==> src/rtl/mxh_pkg.sv <==
`timescale 1ns / 1ps
`default_nettype none

package mxh_pkg;

    // word and selector widths
    localparam int unsigned WORD_W = 64;
    localparam int unsigned FUNC_W = 2;

    // selector codes: number of words hashed minus one
    localparam logic [FUNC_W-1:0] FUNC_X    = 2'd0;
    localparam logic [FUNC_W-1:0] FUNC_XY   = 2'd1;
    localparam logic [FUNC_W-1:0] FUNC_XYZ  = 2'd2;
    localparam logic [FUNC_W-1:0] FUNC_XYZW = 2'd3;

    // hash constants
    localparam logic [WORD_W-1:0] K1 = 64'd123456789133;
    localparam logic [WORD_W-1:0] K2 = 64'd456789123499;
    localparam logic [WORD_W-1:0] K3 = 64'd789123456817;
    localparam logic [WORD_W-1:0] K4 = 64'd147258369157;
    localparam logic [WORD_W-1:0] K5 = 64'd258369147317;

    // per-round operation flags, chosen from the selector at each round entry
    typedef struct packed {
        logic mul_en;   // multiply by the round constant, else pass the sum
        logic r_en;     // apply the right xorshift
        logic r_alt;    // use the alternate right shift amount
        logic l_en;     // apply the left xorshift
        logic l_alt;    // use the alternate left shift amount
    } t_ctl;

endpackage

`default_nettype wire

==> src/rtl/mxh_round.sv <==
`timescale 1ns / 1ps
`default_nettype none

// one hash round in three stages: add word, partial products, sum and xorshift
module mxh_round #(
    parameter logic [63:0] K      = mxh_pkg::K1,
    parameter int unsigned R_A    = 31,
    parameter int unsigned R_B    = 31,
    parameter int unsigned L_A    = 29,
    parameter int unsigned L_B    = 29,
    parameter int unsigned SIDE_W = 2
) (
    input  wire logic                        i_clk,
    input  wire logic                        i_rst_n,
    input  wire logic                        i_adv,
    input  wire logic                        i_valid,
    input  wire logic [mxh_pkg::WORD_W-1:0]  i_s,
    input  wire logic [mxh_pkg::WORD_W-1:0]  i_word,
    input  wire mxh_pkg::t_ctl               i_ctl,
    input  wire logic [SIDE_W-1:0]           i_side,
    output logic                             o_valid,
    output logic [mxh_pkg::WORD_W-1:0]       o_s,
    output logic [SIDE_W-1:0]                o_side
);

    localparam logic [31:0] KL = K[31:0];
    localparam logic [31:0] KH = K[63:32];

    // stage registers
    logic                        r_v1, r_v2, r_v3;
    logic [mxh_pkg::WORD_W-1:0]  r_t1, r_t2;
    mxh_pkg::t_ctl               r_ctl1, r_ctl2;
    logic [SIDE_W-1:0]           r_side1, r_side2, r_side3;
    logic [63:0]                 r_pll;
    logic [31:0]                 r_pmid;
    logic [mxh_pkg::WORD_W-1:0]  r_s3;

    logic [63:0]                 n_pll;
    logic [31:0]                 n_pmid;
    logic [mxh_pkg::WORD_W-1:0]  n_prod;
    logic [mxh_pkg::WORD_W-1:0]  n_mr;
    logic [mxh_pkg::WORD_W-1:0]  n_s3;

    // valid bits travel with the item
    always_ff @(posedge i_clk) begin
        if (!i_rst_n) begin
            r_v1 <= 1'b0;
            r_v2 <= 1'b0;
            r_v3 <= 1'b0;
        end else if (i_adv) begin
            r_v1 <= i_valid;
            r_v2 <= r_v1;
            r_v3 <= r_v2;
        end
    end

    // partial products of the low 64 bits of the product
    assign n_pll  = 64'(r_t1[31:0]) * 64'(KL);
    assign n_pmid = r_t1[31:0] * KH + r_t1[63:32] * KL;

    // sum of partials, then right and left xorshifts
    always_comb begin
        n_prod = r_pll + {r_pmid, 32'b0};
        n_mr   = r_ctl2.mul_en ? n_prod : r_t2;
        if (r_ctl2.r_en) begin
            n_mr = n_mr ^ (r_ctl2.r_alt ? (n_mr >> R_B) : (n_mr >> R_A));
        end
        n_s3 = n_mr;
        if (r_ctl2.l_en) begin
            n_s3 = n_mr ^ (r_ctl2.l_alt ? (n_mr << L_B) : (n_mr << L_A));
        end
    end

    // payload stages
    always_ff @(posedge i_clk) begin
        if (i_adv) begin
            r_t1    <= i_s + i_word;
            r_ctl1  <= i_ctl;
            r_side1 <= i_side;
            r_pll   <= n_pll;
            r_pmid  <= n_pmid;
            r_t2    <= r_t1;
            r_ctl2  <= r_ctl1;
            r_side2 <= r_side1;
            r_s3    <= n_s3;
            r_side3 <= r_side2;
        end
    end

    assign o_valid = r_v3;
    assign o_s     = r_s3;
    assign o_side  = r_side3;

endmodule

`default_nettype wire

==> config.mk <==
export PLATFORM = sky130hd
export DESIGN_NAME = mxh_round
export DESIGN_NICKNAME = d
export VERILOG_FILES = /design/src/rtl/mxh_pkg.sv /design/src/rtl/mxh_round.sv
export SDC_FILE = /design/constraint.sdc
export NUM_CORES = 2
export LEC_CHECK = 0
export ABC_AREA = 1
export BUFFER_PORTS_ARGS = -buffer_cell sky130_fd_sc_hd__buf_4
export CAP_MARGIN = 40
export CELL_PAD_IN_SITES_DETAIL_PLACEMENT = 1
export CELL_PAD_IN_SITES_GLOBAL_PLACEMENT = 1
export CORE_UTILIZATION = 50
export CTS_BUF_LIST = sky130_fd_sc_hd__clkbuf_2
export CTS_CLUSTER_SIZE = 28
export DETAILED_ROUTE_END_ITERATION = 8
export GPL_TIMING_DRIVEN = 0
export PLACE_DENSITY = 0.87
export SLEW_MARGIN = 15
export SYNTH_ARGS = -nofsm -noshare
export SYNTH_HDL_FRONTEND = slang
export SYNTH_SLANG_ARGS = --single-unit
export TNS_END_PERCENT = 20
==> constraint.sdc <==
create_clock -name i_clk -period 11 [get_ports i_clk]
set_input_delay 1.65 -clock i_clk [delete_from_list [all_inputs] [get_ports i_clk]]
set_output_delay 1.65 -clock i_clk [all_outputs]
set_load 0.01 [all_outputs]
; ---- Word level (Yosys, flattened, before mapping)
; Index checks and enable logic that the tools add are counted.
[word_totals]
register_bits = 303
latchBits = 0
ram_bits = 0
rom_bits = 0
input_bits = 139
out_inout_bits = 67
elab_cells = 28
n_memories = 0
[classes]
add_sub_neg = 3
mul = 3
div_mod_pow = 0
magnitude_cmp = 0
n_eq_ne = 0
shift = 0
mux = 3
n_bitwise = 2
reduce_logical = 0
[op_table]
columns = operator, n
row1 = two-way mux 64 bit, 3
row2 = adder 64 bit, 2
row3 = "multiplier 32 x 32 -> 64 bit, second input constant", 1
row4 = bitwise XOR 64 x 33 -> 64 bit, 1
row5 = bitwise XOR 64 bit, 1
row6 = adder 32 bit, 1
row7 = "multiplier 32 x 3 -> 30 bit, second input constant", 1
row8 = "multiplier 32 x 32 -> 32 bit, second input constant", 1

; ---- Depth between registers and ports, before layout
[logic_depth]
ltp_word = 6
mapped_depth = 42
depth_no_buf = 42

; ---- Worst setup path before layout
; No wires, ideal clock.
[synth_timing]
kind = register to register
start = register r_t1[2] in the netlist's numbering
end = register r_pmid[30] (data pin)
setup_time_ns = 0.257
arrival_ns = 7.867
required_ns = 10.743
setup_slack_ns = 2.876
stages_incl_launch_ff = 33
path_buffers = 0
synth_period_minus_slack_ns = 8.124
cell_sequence = edfxtp_1 -> fa_1 -> ha_1 -> inv_1 -> fa_1 -> nor3_1 -> or2_1 -> a21oi_1 -> nor2_1 -> nor2_1 -> o21ai_1 -> xor2_1 -> ha_1 -> inv_1 -> fa_1 -> inv_1 -> fa_1 -> inv_1 -> fa_1 -> fa_1 -> fa_1 -> inv_1 -> fa_1 -> inv_1 -> fa_1 -> inv_1 -> ha_1 -> a21oi_1 -> o21ai_0 -> a2111oi_0 -> o211ai_1 -> nand2_1 -> nand2_1
[synth_via]
elab_chain_len = 2
[synth_rtl]
columns = item, line_no
row1 = from (decl), mxh_round.sv:31  ; logic [mxh_pkg::WORD_W-1:0] r_t1, r_t2;
row2 = from (signal assigned), mxh_round.sv:77  ; r_t1 <= i_s + i_word;
row3 = multiplier 32 x 3 -> 30 bit, mxh_round.sv:59  ; assign n_pmid = r_t1[31:0] * KH + r_t1[63:32] * KL;
row4 = adder 32 bit, mxh_round.sv:59
row5 = named net n_pmid[30], mxh_round.sv:39  ; logic [31:0] n_pmid;
row6 = to (signal assigned), mxh_round.sv:81  ; r_pmid <= n_pmid;
row7 = to (decl), mxh_round.sv:35  ; logic [31:0] r_pmid;
; The timed path passes the listed nets, and every way through them passes these cells.
; A chain may end at the register's enable or synchronous reset.

; ---- Final worst setup path
[layout_timing]
start = register r_t1[12] in the netlist's numbering
end = register r_pmid[31] (data pin)
; Same word-level chain as after synthesis.

==> flow_summary.ini <==
[outcome]
status = completed

[floorplanning]
core-area_sq_um = 93200
die_height_um = 309
top_level_ports = 206
placementRows = 112
die-width_um = 309
start_util_pct = 50.5
die-area_sq_um = 95300

[drt]
drt_iter0_markers = 2403
drc = 0
drt_wl_total_um = 176000
drt_first_pass_iters = 8
vias = 39023
postRouteAntennaNets = 0
wl_per_cell_um = 24.9
via_per_inst = 5.52

[cts]
cts_root_buf = clkbuf_2
numCtsBuffers = 85
ctsHoldBuffers = 0
cts_tree = done
post_cts.repair.setup_buffers = 0
cts_max_level = 3
clock-sinks = 299
clk_path_buf_depth = 3
cts_resized = 0
path_clk_slew_ns = 0.10
worstSkewPairLatency_ns = 1.23

[finish]
multi_input_area_sq_um = 32300
drive_gt1_share_pct = 9.08
nets = 7166
ff_latch_area_sq_um = 8950
final_core_util_pct = 55.3
nFillCells = 11143
syn_to_final_growth_pct = 9.65

[placed_design]
place_hpwl_um = 154000
pre_cts_ws_ns = 0.177
gp_congestion = 1.01
numPortBuffers = 203

[global_routing]
grt_pass1_wl_um = 263000
grtUsageTotal_pct = 37.8
gr-total-overflow = 0
antenna_found_initial = 11
grt_pass1_vias = 43945
grt_max_degree = 103

[logic_synthesis]
synthArstFlopShare_pct = 0
synth_enable_flop_cells = 296
syn_inst = 5422
syn_nets = 6837
ys_seq_area_share_pct = 19.0
post_synth_num_cell_types = 55
ys_warn_count = 0
synth-seq-cells = 299
synth_ff_type = edfxtp_1
syn_area_sq_um = 47000
syn_avg_cell_area_sq_um = 8.67

[timing]
fin_setup_tns_ns = 0
maxSlewHeadroom_pct = 37.3
worst_pin_slew_ns = 0.934
hold_violations = 0
slew_viol_final = 0
fmax_mhz = 92.3
rsz0062_at_grt = false
min_period_ns = 10.83
worst_slack_ns = 0.171
finClkSkew_ns = 0.180
post-route-period-util_pct = 98.4
whs_ns = 0.429
finalSetupViolations = 0

[critical_path]
critPathLaunchType = flip-flop
cp_slowest_cell = edfxtp_1
crit_path_max_incr_delay_ns = 0.87
worstPathRequired_ns = 11.93
critPathKind = flip-flop to flip-flop
arrival_ns = 11.76
crit_path_max_fanout = 8
endpoint_kind = flip-flop

[min_path]
hold_path.class = flip-flop to flip-flop

[job]
drv_cap = 0
[critical path, delay by kind of cell (launching register included)]
family                     cells  cell delay [ns]
AOI/OAI and AO/OA              6             1.62
xor gates and xnor gates       1             0.51
buffers and inverters          8             0.99
adders and majority gates     11             5.31
and+or+nand+nor                6             1.35
DFF                            1             0.87
[cell usage in the layout (no fill, tap or decap), types with 17 or more instances in the layout]
master,n
a31oi_1,31
a21oi_1,248
nand3b_1,17
buf_4,215
ha_1,667
nor2_1,307
clkinv_1,19
clkbuf_2,119
o21bai_1,31
nand2_2,31
nand3_1,187
nand2_1,811
inv_1,1491
nand4_1,53
a21o_1,30
or2_2,43
fa_1,609
nor3_1,33
edfxtp_1,296
xor2_1,136
xnor2_1,69
o21ai_0,155
buf_8,21
[sequential cells by signal, summed over array words and instances (netlist names)]
register  count
r_ctl1        3
r_pmid       30
o_valid       1
r_ctl2        3
r_t2         64
o_s          64
r_pll        62
o_side        2
r_v1          1
r_side2       2
r_side1       2
r_t1         64
r_v2          1
[stage by stage]
stage / instance area (sq um) / std cells
3_5_place_dp: 50500 / 6901
6_report: 51600 / 7075
2_1_floorplan: 47000 / 5422
3_3_place_gp: 50100 / 6879
5_1_grt: 51600 / 7073
4_1_cts: 51400 / 7055
[layout make-up]
class | instances | share of cell area, %
well taps | 1254 | 3.04
diodes | 3 | 0.0146
clock buffers | 119 | 1.15
plain buffers | 24 | 0.211
clock inverters | 35 | 0.541
multi-input cells | 3596 | 62.7
flip-flops and latches | 299 | 17.4
repair buffers | 242 | 4.05
inverters | 1503 | 10.9
[cells in the mapped netlist, drive strengths merged (9+ instances only)]
| library cell | instances | area [sq um] |
|---|---|---|
| nor3 | 39 | 225 |
| a21oi | 255 | 1300 |
| and3 | 9 | 56.3 |
| nor2 | 314 | 1200 |
| o21a | 11 | 82.6 |
| or2 | 45 | 282 |
| o211ai | 13 | 97.6 |
| edfxtp | 296 | 8890 |
| inv | 1502 | 5640 |
| o21bai | 32 | 244 |
| fa | 609 | 12200 |
| a21o | 31 | 234 |
| ha | 667 | 8350 |
| a31oi | 31 | 194 |
| nand3 | 200 | 1070 |
| nand4 | 53 | 332 |
| xnor2 | 69 | 604 |
| buf | 17 | 82.6 |
| nand3b | 17 | 128 |
| nand2 | 842 | 3240 |
| o21ai | 176 | 922 |
| xor2 | 136 | 1190 |
[path summary, 6_finish.rpt]
check | startpoint | endpoint | slack, ns | cells past startpoint
worst max register to register | r_t1[12]$_DFFE_PP_ | r_pmid[31]$_DFFE_PP_ | 0.17 | 32
worst max-delay path | r_t1[12]$_DFFE_PP_ | r_pmid[31]$_DFFE_PP_ | 0.17 | 32
worst min-delay path | r_side1[0]$_DFFE_PP_ | r_side2[0]$_DFFE_PP_ | 0.43 | 0
worst min register to register | r_side1[0]$_DFFE_PP_ | r_side2[0]$_DFFE_PP_ | 0.43 | 0
[logic make-up after synthesis]
group,synth area share (%)
AND/OR/NAND/NOR,14.1
buffers and inverters,12.2
adder cells (fa/ha/maj),43.7
AO/OA/AOI/OAI,7.00
flip-flops,19.0
XOR/XNOR,3.82
multiplexers,0.170
[metal layers]
| layer | GRT usage (%) | share of wire (%) |
|---|---|---|
| met5 | 0 | 0.022 |
| met4 | 25.5 | 7.6 |
| met3 | 6.89 | 6.9 |
| met2 | 64.2 | 48 |
| met1 | 43.5 | 38 |
Power is not shown: default switching activity piles up to over one toggle a cycle in this logic, so the estimate is an artifact.
